**src/hdl/ycc2rgb_pkg.sv**
```systemverilog
// ----------------------------------------------------------------------------
// ycc2rgb_pkg
// Shared types, register codes and Q2.16 color matrix coefficients for the
// packed 10-bit YCbCr 4:2:2 to 8-bit RGBA/BGRA/UYVY converter.
// ----------------------------------------------------------------------------
package ycc2rgb_pkg;

  localparam int CFG_INDEX_W = 1;
  localparam int CFG_DATA_W  = 2;
  localparam int IN_DATA_W   = 40;
  localparam int OUT_DATA_W  = 72;

  localparam logic [CFG_INDEX_W-1:0] CFG_COLOR_MATRIX  = 1'd0;
  localparam logic [CFG_INDEX_W-1:0] CFG_OUTPUT_FORMAT = 1'd1;

  localparam logic MAT_BT709  = 1'b0;
  localparam logic MAT_BT2020 = 1'b1;

  localparam logic [1:0] FMT_RGBA = 2'd0;
  localparam logic [1:0] FMT_BGRA = 2'd1;
  localparam logic [1:0] FMT_UYVY = 2'd2;
  localparam logic [1:0] FMT_RSVD = 2'd3;

  localparam logic [1:0] COUNT_ONE = 2'd1;
  localparam logic [1:0] COUNT_TWO = 2'd2;

  localparam logic [7:0] ALPHA    = 8'hFF;
  localparam logic [7:0] Y_OFFSET = 8'd16;
  localparam logic [7:0] C_OFFSET = 8'd128;

  // coefficients times 65536, rounded
  localparam logic [17:0] K_Y      = 18'd76309;
  localparam logic [17:0] K709_RV  = 18'd117489;
  localparam logic [17:0] K709_GU  = 18'd13975;
  localparam logic [17:0] K709_GV  = 18'd34925;
  localparam logic [17:0] K709_BU  = 18'd138438;
  localparam logic [17:0] K2020_RV = 18'd110014;
  localparam logic [17:0] K2020_GU = 18'd12277;
  localparam logic [17:0] K2020_GV = 18'd42626;
  localparam logic [17:0] K2020_BU = 18'd140363;

  typedef struct packed {
    logic [7:0] cb;
    logic [7:0] y0;
    logic [7:0] cr;
    logic [7:0] y1;
  } ycc_t;

  typedef struct packed {
    logic [7:0] r;
    logic [7:0] g;
    logic [7:0] b;
  } rgb_t;

  typedef struct packed {
    logic mul_en;
    logic sum_en;
  } lane_ctrl_t;

endpackage

```
**src/hdl/packed_ycbcr422_10bit_to_rgba8_unit.sv**
```systemverilog
// ----------------------------------------------------------------------------
// packed_ycbcr422_10bit_to_rgba8_unit
// Converts one packed 10-bit Cb,Y0,Cr,Y1 pgroup per transfer into two RGBA
// or BGRA words (BT.709 or BT.2020, limited range) or one 8-bit UYVY word.
//
//   channel   signals                       content
//   s_*       tvalid tready tdata[39:0]     pgroup bytes 0..4
//   m_*       tvalid tready tdata[71:0]     first_word, second_word, word_count
//   cfg_*     we index data[1:0]            0 color_matrix, 1 output_format
//
// one transfer per cycle sustained while m_tready is high; registered stages: products, sums, output
// the two pixel lanes run in parallel, each with its own five multipliers
// rst clears the stage valid bits and both registers
// a stall on m_tready holds the output; earlier stages keep filling until full
// ----------------------------------------------------------------------------
module packed_ycbcr422_10bit_to_rgba8_unit (
  input  logic                                 clk,
  input  logic                                 rst,
  input  logic                                 s_tvalid,
  output logic                                 s_tready,
  // byte0 [7:0], byte1 [15:8], byte2 [23:16], byte3 [31:24], byte4 [39:32]
  input  logic [ycc2rgb_pkg::IN_DATA_W-1:0]    s_tdata,
  output logic                                 m_tvalid,
  input  logic                                 m_tready,
  // first_word [31:0], second_word [63:32], word_count [65:64], zero [71:66]
  output logic [ycc2rgb_pkg::OUT_DATA_W-1:0]   m_tdata,
  input  logic                                 cfg_we,
  input  logic [ycc2rgb_pkg::CFG_INDEX_W-1:0]  cfg_index,
  input  logic [ycc2rgb_pkg::CFG_DATA_W-1:0]   cfg_data
);
  import ycc2rgb_pkg::*;

  logic       color_matrix;
  logic [1:0] output_format;
  logic       v1, v2;
  logic       en1, en2, en3;
  ycc_t       comp_in, comp1, comp2;
  lane_ctrl_t ctrl;
  rgb_t       pix0, pix1;
  logic [31:0] first_word, second_word;
  logic [1:0]  word_count;

  always_ff @(posedge clk) begin
    if (rst) begin
      color_matrix  <= MAT_BT709;
      output_format <= FMT_RGBA;
    end else if (cfg_we) begin
      case (cfg_index)
        CFG_COLOR_MATRIX:  color_matrix  <= cfg_data[0];
        CFG_OUTPUT_FORMAT: output_format <= cfg_data;
        default: ;
      endcase
    end
  end

  // unpack top 8 bits of each 10-bit component
  always_comb begin
    comp_in.cb = s_tdata[7:0];
    comp_in.y0 = {s_tdata[13:8], s_tdata[23:22]};
    comp_in.cr = {s_tdata[19:16], s_tdata[31:28]};
    comp_in.y1 = {s_tdata[25:24], s_tdata[39:34]};
  end

  assign en3      = !m_tvalid || m_tready;
  assign en2      = !v2 || en3;
  assign en1      = !v1 || en2;
  assign s_tready = en1;
  assign ctrl.mul_en = en1;
  assign ctrl.sum_en = en2;

  always_ff @(posedge clk) begin
    if (rst) begin
      v1       <= 1'b0;
      v2       <= 1'b0;
      m_tvalid <= 1'b0;
    end else begin
      if (en1) v1 <= s_tvalid;
      if (en2) v2 <= v1;
      if (en3) m_tvalid <= v2;
    end
  end

  always_ff @(posedge clk) begin
    if (en1) comp1 <= comp_in;
    if (en2) comp2 <= comp1;
  end

  ycc2rgb_lane u_lane0 (
    .clk    (clk),
    .ctrl   (ctrl),
    .matrix (color_matrix),
    .y      (comp_in.y0),
    .cb     (comp_in.cb),
    .cr     (comp_in.cr),
    .pix    (pix0)
  );

  ycc2rgb_lane u_lane1 (
    .clk    (clk),
    .ctrl   (ctrl),
    .matrix (color_matrix),
    .y      (comp_in.y1),
    .cb     (comp_in.cb),
    .cr     (comp_in.cr),
    .pix    (pix1)
  );

  ycc2rgb_merge u_merge (
    .clk         (clk),
    .load        (en3 && v2),
    .fmt         (output_format),
    .comp        (comp2),
    .pix0        (pix0),
    .pix1        (pix1),
    .first_word  (first_word),
    .second_word (second_word),
    .word_count  (word_count)
  );

  assign m_tdata = {6'd0, word_count, second_word, first_word};

  a_accept_fills: assert property (@(posedge clk) disable iff (rst)
    s_tvalid && s_tready |=> v1)
    else $error("accepted transfer did not enter the product stage");

  a_sum_holds: assert property (@(posedge clk) disable iff (rst)
    v2 && !en3 |=> v2)
    else $error("sum stage dropped an item while blocked");

  a_count_fmt: assert property (@(posedge clk) disable iff (rst)
    m_tvalid |-> (output_format[1] && m_tdata[65:64] == COUNT_ONE && m_tdata[63:32] == 32'd0)
              || (!output_format[1] && m_tdata[65:64] == COUNT_TWO))
    else $error("word count does not match output format");

  a_alpha: assert property (@(posedge clk) disable iff (rst)
    m_tvalid && !output_format[1] |-> m_tdata[31:24] == ALPHA && m_tdata[63:56] == ALPHA)
    else $error("alpha byte not opaque");

endmodule

```
**src/hdl/ycc2rgb_lane.sv**
```systemverilog
// ----------------------------------------------------------------------------
// ycc2rgb_lane
// One pixel of YCbCr to RGB: a registered product stage, then a registered
// sum, round and clamp stage.
// ----------------------------------------------------------------------------
module ycc2rgb_lane (
  input  logic               clk,
  input  ycc2rgb_pkg::lane_ctrl_t ctrl,
  input  logic               matrix,
  input  logic [7:0]         y,
  input  logic [7:0]         cb,
  input  logic [7:0]         cr,
  output ycc2rgb_pkg::rgb_t  pix
);
  import ycc2rgb_pkg::*;

  logic signed [8:0]  yy, u, v;
  logic [17:0]        k_rv, k_gu, k_gv, k_bu;
  logic signed [27:0] ys, prv, pgu, pgv, pbu;
  logic signed [27:0] sum_r, sum_g, sum_b;

  function automatic logic [7:0] to_byte(input logic signed [27:0] s);
    logic [27:0] t;
    begin
      t = {1'b0, s[26:0]} + 28'd32768;
      if (s[27]) to_byte = 8'd0;
      else if (t[27:16] > 12'd255) to_byte = 8'd255;
      else to_byte = t[23:16];
    end
  endfunction

  always_comb begin
    yy = $signed({1'b0, y}) - $signed({1'b0, Y_OFFSET});
    u  = $signed({1'b0, cb}) - $signed({1'b0, C_OFFSET});
    v  = $signed({1'b0, cr}) - $signed({1'b0, C_OFFSET});
    if (matrix == MAT_BT2020) begin
      k_rv = K2020_RV;
      k_gu = K2020_GU;
      k_gv = K2020_GV;
      k_bu = K2020_BU;
    end else begin
      k_rv = K709_RV;
      k_gu = K709_GU;
      k_gv = K709_GV;
      k_bu = K709_BU;
    end
  end

  // operands sign-extended to the product width
  always_ff @(posedge clk) begin
    if (ctrl.mul_en) begin
      ys  <= 28'($signed({1'b0, K_Y})) * 28'(yy);
      prv <= 28'($signed({1'b0, k_rv})) * 28'(v);
      pgu <= 28'($signed({1'b0, k_gu})) * 28'(u);
      pgv <= 28'($signed({1'b0, k_gv})) * 28'(v);
      pbu <= 28'($signed({1'b0, k_bu})) * 28'(u);
    end
  end

  always_comb begin
    sum_r = ys + prv;
    sum_g = ys - pgu - pgv;
    sum_b = ys + pbu;
  end

  always_ff @(posedge clk) begin
    if (ctrl.sum_en) begin
      pix.r <= to_byte(sum_r);
      pix.g <= to_byte(sum_g);
      pix.b <= to_byte(sum_b);
    end
  end

endmodule

```
**src/hdl/ycc2rgb_merge.sv**
```systemverilog
// ----------------------------------------------------------------------------
// ycc2rgb_merge
// Output register: packs the two lane pixels as RGBA or BGRA words, or the
// raw components as one UYVY word (also for the reserved format code).
// ----------------------------------------------------------------------------
module ycc2rgb_merge (
  input  logic              clk,
  input  logic              load,
  input  logic [1:0]        fmt,
  input  ycc2rgb_pkg::ycc_t comp,
  input  ycc2rgb_pkg::rgb_t pix0,
  input  ycc2rgb_pkg::rgb_t pix1,
  output logic [31:0]       first_word,
  output logic [31:0]       second_word,
  output logic [1:0]        word_count
);
  import ycc2rgb_pkg::*;

  logic [31:0] first_next, second_next;
  logic [1:0]  count_next;

  always_comb begin
    case (fmt)
      FMT_RGBA: begin
        first_next  = {ALPHA, pix0.b, pix0.g, pix0.r};
        second_next = {ALPHA, pix1.b, pix1.g, pix1.r};
        count_next  = COUNT_TWO;
      end
      FMT_BGRA: begin
        first_next  = {ALPHA, pix0.r, pix0.g, pix0.b};
        second_next = {ALPHA, pix1.r, pix1.g, pix1.b};
        count_next  = COUNT_TWO;
      end
      default: begin
        first_next  = {comp.y1, comp.cr, comp.y0, comp.cb};
        second_next = 32'd0;
        count_next  = COUNT_ONE;
      end
    endcase
  end

  always_ff @(posedge clk) begin
    if (load) begin
      first_word  <= first_next;
      second_word <= second_next;
      word_count  <= count_next;
    end
  end

endmodule
```
**config.mk**
```make
export PLATFORM = sky130hd
export DESIGN_NAME = packed_ycbcr422_10bit_to_rgba8_unit
export DESIGN_NICKNAME = d
export VERILOG_FILES = /design/src/hdl/ycc2rgb_pkg.sv /design/src/hdl/packed_ycbcr422_10bit_to_rgba8_unit.sv /design/src/hdl/ycc2rgb_lane.sv /design/src/hdl/ycc2rgb_merge.sv
export SDC_FILE = /design/constraint.sdc
export NUM_CORES = 2
export LEC_CHECK = 0
export BUFFER_PORTS_ARGS = -buffer_cell sky130_fd_sc_hd__buf_2
export CAP_MARGIN = 15
export CELL_PAD_IN_SITES_DETAIL_PLACEMENT = 1
export CELL_PAD_IN_SITES_GLOBAL_PLACEMENT = 1
export CORE_ASPECT_RATIO = 1.75
export CORE_MARGIN = 5
export CORE_UTILIZATION = 52
export CTS_CLUSTER_DIAMETER = 30
export DETAILED_ROUTE_END_ITERATION = 8
export PLACE_DENSITY_LB_ADDON = 0.1
export SLEW_MARGIN = 15
export SYNTH_ARGS = -nofsm -noshare
export SYNTH_HDL_FRONTEND = slang
export SYNTH_SLANG_ARGS = --single-unit
```
**constraint.sdc**
```tcl
create_clock -name clk -period 7.1 [get_ports clk]
set_input_delay 1.065 -clock clk [delete_from_list [all_inputs] [get_ports clk]]
set_output_delay 1.065 -clock clk [all_outputs]
set_load 0.005 [all_outputs]
```
* Yosys cells after proc, flatten, opt, wreduce, memory -nomap -nowiden *
Cells that the tools add are included.

storage, ports and cells
  bits of input ports = 48
  flip-flop bits (word level) = 352

operators by class
  muxes and demuxes = 13
  add/sub/neg operators = 18
  bitwise gates (word level) = 1
  $mul = 6
  reductions and logical operators = 11
  equality and inequality tests = 1
  order comparisons = 6

operator list
  kind                                                                               number
  27-bit by 16-bit adder with 28-bit output (second input constant)                  6
  32-bit case mux with 2 select lines                                                2
  28-bit adder                                                                       4
  28-bit subtractor                                                                  4
  12-bit by 8-bit greater-than comparator with 1-bit output (second input constant)  6
  18-bit by 9-bit multiplier with 27-bit output (first input constant)               2
  8-bit two-way mux                                                                  6
  19-bit by 9-bit multiplier with 28-bit output                                      1
  14-bit two-way mux                                                                 2
  18-bit by 9-bit multiplier with 27-bit output                                      1
  17-bit by 9-bit multiplier with 26-bit output                                      1
  15-bit by 9-bit multiplier with 24-bit output                                      1
  8-bit by 5-bit subtractor with 9-bit output (second input constant)                2
  8-bit by 8-bit subtractor with 9-bit output (second input constant)                2
  15-bit two-way mux                                                                 1
  13-bit two-way mux                                                                 1
  2-bit AND reduction                                                                2
  1-bit zero test                                                                    3
  1-bit logical OR                                                                   3
  2-bit by 1-bit == test with 1-bit output (second input constant)                   1
  2-bit zero test                                                                    1
  2-bit two-way mux                                                                  1
  2-bit OR reduction                                                                 1
  1-bit logical AND                                                                  1
  1-bit inverter                                                                     1

* Depth between registers and ports, before layout *
  depth in word-level cells = 5
  depth in mapped cells = 26

* Modules after synthesis *
Synthesis repeated with hierarchy kept, for this count alone.

second synthesis, totals
  cells, all modules = 4,979
  area, all modules = 53,102.2 µm²

modules (own cells, without submodules)
  module                               instances  cells each  area each (µm²)  sequential area each (µm²)
  ycc2rgb_lane at u_lane1              1          2,372       24,259.5         4,624.4
  ycc2rgb_lane at u_lane0              1          2,326       23,991.8         4,624.4
  ycc2rgb_merge                        1          184         2,638.8          1,741.7
  packed_ycbcr422_10bit_to_rgba8_unit  1          97          2,212.1          2,042.0

* Worst setup path after synthesis *
OpenSTA, ideal clock, no wires.

  path type = input port to flip-flop
  from = input s_tdata[7] (netlist name)
  to = register u_lane0.pbu[26] (data pin)
  data required time = 6,842 ps
  cell stages on the path = 22
  setup slack = 662 ps
  data arrival time = 6,180 ps
  cell sequence = inv_1 -> nand2_1 -> inv_1 -> ha_1 -> inv_1 -> fa_1 -> fa_1 -> inv_1 -> fa_1 -> inv_1 -> fa_1 -> inv_1 -> ha_1 -> a21oi_1 -> o21ai_0 -> a221o_1 -> a41o_1 -> o41ai_1 -> o211ai_1 -> a21o_1 -> a21oi_1 -> xnor2_1

between the ends
  cells in the longest elaborated chain, start to end = 2

RTL lines
  element                                        RTL line                                   source
  start, declared                                packed_ycbcr422_10bit_to_rgba8_unit.sv:22  input logic [ycc2rgb_pkg::IN_DATA_W-1:0] s_tdata,
  8-bit by 8-bit subtractor with 9-bit output    ycc2rgb_lane.sv:34                         u = $signed({1'b0, cb}) - $signed({1'b0, C_OFFSET});
  19-bit by 9-bit multiplier with 28-bit output  ycc2rgb_lane.sv:56                         pbu <= 28'($signed({1'b0, k_bu})) * 28'(u);
  end signal, assigned                           ycc2rgb_lane.sv:56
  end, declared                                  ycc2rgb_lane.sv:19                         logic signed [27:0] ys, prv, pgu, pgv, pbu;

No other way between the ends.
A chain may end at the register's enable or synchronous reset.

* Worst setup path in the final report *
  from = input s_tdata[1] (netlist name)
  to = register u_lane0.pgu[26] (data pin)

between the ends
  cells in the longest elaborated chain, start to end = 2

RTL lines
  element                                        RTL line            source
  8-bit by 8-bit subtractor with 9-bit output    ycc2rgb_lane.sv:34
  15-bit by 9-bit multiplier with 24-bit output  ycc2rgb_lane.sv:54  pgu <= 28'($signed({1'b0, k_gu})) * 28'(u);
  end signal, assigned                           ycc2rgb_lane.sv:54
  end, declared                                  ycc2rgb_lane.sv:19

No other way between the ends.

==> metrics.cfg <==
[synthesis]
yosysSeqAreaShare = 0.270
synth_edf_count = 322
syn-cell-area_um2 = 36300
yosysUniqueCellTypes = 77
synth-seq-cells = 328
synth_area_leaders = edfxtp_1 (27%), ha_1 (23%), fa_1 (18%)
ys_warn_count = 0
synth.largest_area_cell = edfxtp_1
synthArstFlopShare = 0
syn_area_per_cell_um2 = 10.6
synth_top_area_frac = 0.267
ys.flop_type = edfxtp_1
synth_cells = 3420

[global_routing]
antenna_found_initial = 2
grt_max_degree = 149
grt_first_pass_wirelength_um = 170000
grt_usage = 0.293
overflow = 0
grt_pass1_vias = 30200

[critical_path]
crit_required_ns = 7.44
cp_max_fo = 8
worstSetupPathType = in2reg
cp_data_arrival_time_ns = 6.75
startpoint_type = primary input
endpoint_kind = flop

[placed_design]
gp_congestion = 0.948
dp_cells = 4475
post-dp-hpwl_um = 93200
port_buffers = 107

[clocking]
clock_path_buffers = 3
clock_sinks = 328
path_clk_slew_ns = 0.05
clock-root-buffer = clkbuf_16
cts-htree-levels = 3
cts-buffers-inserted = 66
cts_setup_buffers = 0
clk_latency_ns = 0.64
cts_resized = 0
cts_hold_repair.buffers = 0
cts_tree = built

[timing]
final_max_slew_viol_count = 0
period_share = 0.902
finalSetupViolCount = 0
tightest_slew_ns = 1.05
grt_setup_unrepaired = false
hold_violations = 0
relSlewSlack = 0.299
fin_skew_ns = 0.0393
final.min_clock_period_ns = 6.41
max_freq_ghz = 0.156
setup-tns-final_ns = 0

[routing]
wl_per_cell_um = 23.9
num_vias = 26200
ant_nets = 0
drtPass1Iterations = 6
wirelength_um = 110000
drc_errors = 0
drt-vias-per-instance = 5.70
drtIter0Drc = 926

[floorplan]
fp.dieArea_um2 = 75300
core_region_area_um2 = 69300
die_w_um = 210
die_h_um = 359
initial_utilization = 0.523
pin_count = 122
rows = 128

[cells_and_area]
drive_above_1_share = 0.0874
syn_to_final_growth_pct = 11.9
fin_nets = 4673
stdcell_count = 4598

[status]
status = finished clean

[hold_path]
hold_path.class = reg2reg

[run]
maxCapViolCount = 0

-- synthesized netlist by cell type (29+ instances only) --
cell type / number
ha_1: 659
inv_1: 625
fa_1: 333
edfxtp_1: 322
a21oi_1: 182
nor2_1: 156
xnor2_1: 134
nand2_1: 127
o21ai_0: 103
xor2_1: 71
a21o_1: 69
nor3_1: 59
nand3_1: 56
nand2b_1: 41
nor2b_1: 40
mux2i_1: 39
clkbuf_1: 35
o21a_1: 30
a211oi_1: 29
-- critical path, stage by stage --
cell and delay (ns):
buf_2 0.24, inv_1 0.21, fa_1 0.54, fa_1 0.52, inv_1 0.06, fa_1 0.53
inv_1 0.05, fa_1 0.45, fa_1 0.50, inv_1 0.05, ha_1 0.32, a21oi_1 0.22
o21bai_1 0.13, a21oi_1 0.26, o21ai_0 0.22, a211oi_1 0.41, o21ai_0 0.21, nand2_1 0.11
o21ai_0 0.14, o41ai_1 0.38, xnor2_1 0.14
-- final timing paths --
| path | startpoint | end | slack (ns) | cells after the start |
|---|---|---|---|---|
| max | s_tdata[1] | u_lane0.pgu[26] | 0.69 | 21 |
| min | comp1[3] | comp2[3] | 0.41 | 0 |
| max reg2reg | color_matrix | u_lane0.pgv[26] | 0.76 | 21 |
| min reg2reg | comp1[3] | comp2[3] | 0.41 | 0 |
-- logic make-up (layout without fill, tap and decap cells) --
group | after synthesis | after routing | synth area share
AOI/OAI and AO/OA | 559 | 559 | 0.100
xor gates and xnor gates | 205 | 205 | 0.0495
adders and majority gates | 992 | 992 | 0.411
buffers and inverters | 674 | 915 | 0.0712
DFF | 328 | 328 | 0.270
muxes | 48 | 48 | 0.0136
other | 2 | 29 | 0.000207
and+or+nand+nor | 612 | 612 | 0.0844
-- per-stage QoR --
step	utilization	hold WS, ns	worst slack, ns	area, um^2
floorplan	-	0.400	0.662	36400
global placement	0.553	0.402	0.202	38300
detailed placement	0.553	0.406	0.0954	38300
CTS	0.585	0.405	0.643	40600
global route	0.585	0.411	0.309	40600
finish	0.585	0.408	0.692	40600
-- sequential cells by signal (all words and copies together), names as in the netlist --
| name | flops |
|---|---|
| v1 | 1 |
| output_format | 2 |
| u_lane0.pix | 24 |
| u_lane0.pgu | 23 |
| u_lane0.prv | 25 |
| color_matrix | 1 |
| u_lane1.ys | 25 |
| u_merge.second_word | 25 |
| u_lane1.pix | 24 |
| u_merge.word_count | 1 |
| comp2 | 32 |
| u_lane0.pgv | 26 |
| v2 | 1 |
| comp1 | 32 |
| u_merge.first_word | 32 |
| m_tvalid | 1 |
| u_lane0.ys | 25 |
| u_lane0.pbu | 28 |
-- area by class of cell --
cell class,instances,area [um^2]
clock buffers,76,1740
flip-flops and latches,328,9790
inverters,625,2350
repair buffers,169,1030
fillers,7501,28800
diodes,2,5.00
clock inverters,45,519
well taps,910,1140
multi-input cells,2443,24000
-- placed cells by master (no fill, tap or decap), drive strengths merged, types with 10 or more instances in the layout --
master / synthesis / layout
a211oi: 29 / 29
a21o: 69 / 69
a21oi: 182 / 182
a31oi: 14 / 14
and2: 22 / 22
and3: 25 / 25
buf: 14 / 169
clkbuf: 35 / 76
clkinv: 0 / 24
conb: 2 / 27
edfxtp: 322 / 322
fa: 333 / 333
ha: 659 / 659
inv: 625 / 636
mux2i: 39 / 39
nand2: 127 / 127
nand2b: 41 / 41
nand3: 56 / 56
nand4: 21 / 21
nor2: 156 / 156
nor2b: 40 / 40
nor3: 59 / 59
nor3b: 12 / 12
o211ai: 11 / 11
o21a: 30 / 30
o21ai: 105 / 105
o21bai: 20 / 20
o31ai: 11 / 11
or2: 11 / 11
or3: 10 / 10
xnor2: 134 / 134
xor2: 71 / 71
-- layer usage --
| metal | track usage | up-vias | part of all wire |
|---|---|---|---|
| met5 | 0 | - | 0 |
| met4 | 0.209 | 0 | 0.088 |
| met3 | 0.0340 | 345 | 0.027 |
| met2 | 0.552 | 541 | 0.54 |
| met1 | 0.293 | 13200 | 0.35 |
| li1 | - | 12200 | - |
Power is not shown: default switching activity piles up to over one toggle a cycle in this logic, so the estimate is an artifact.
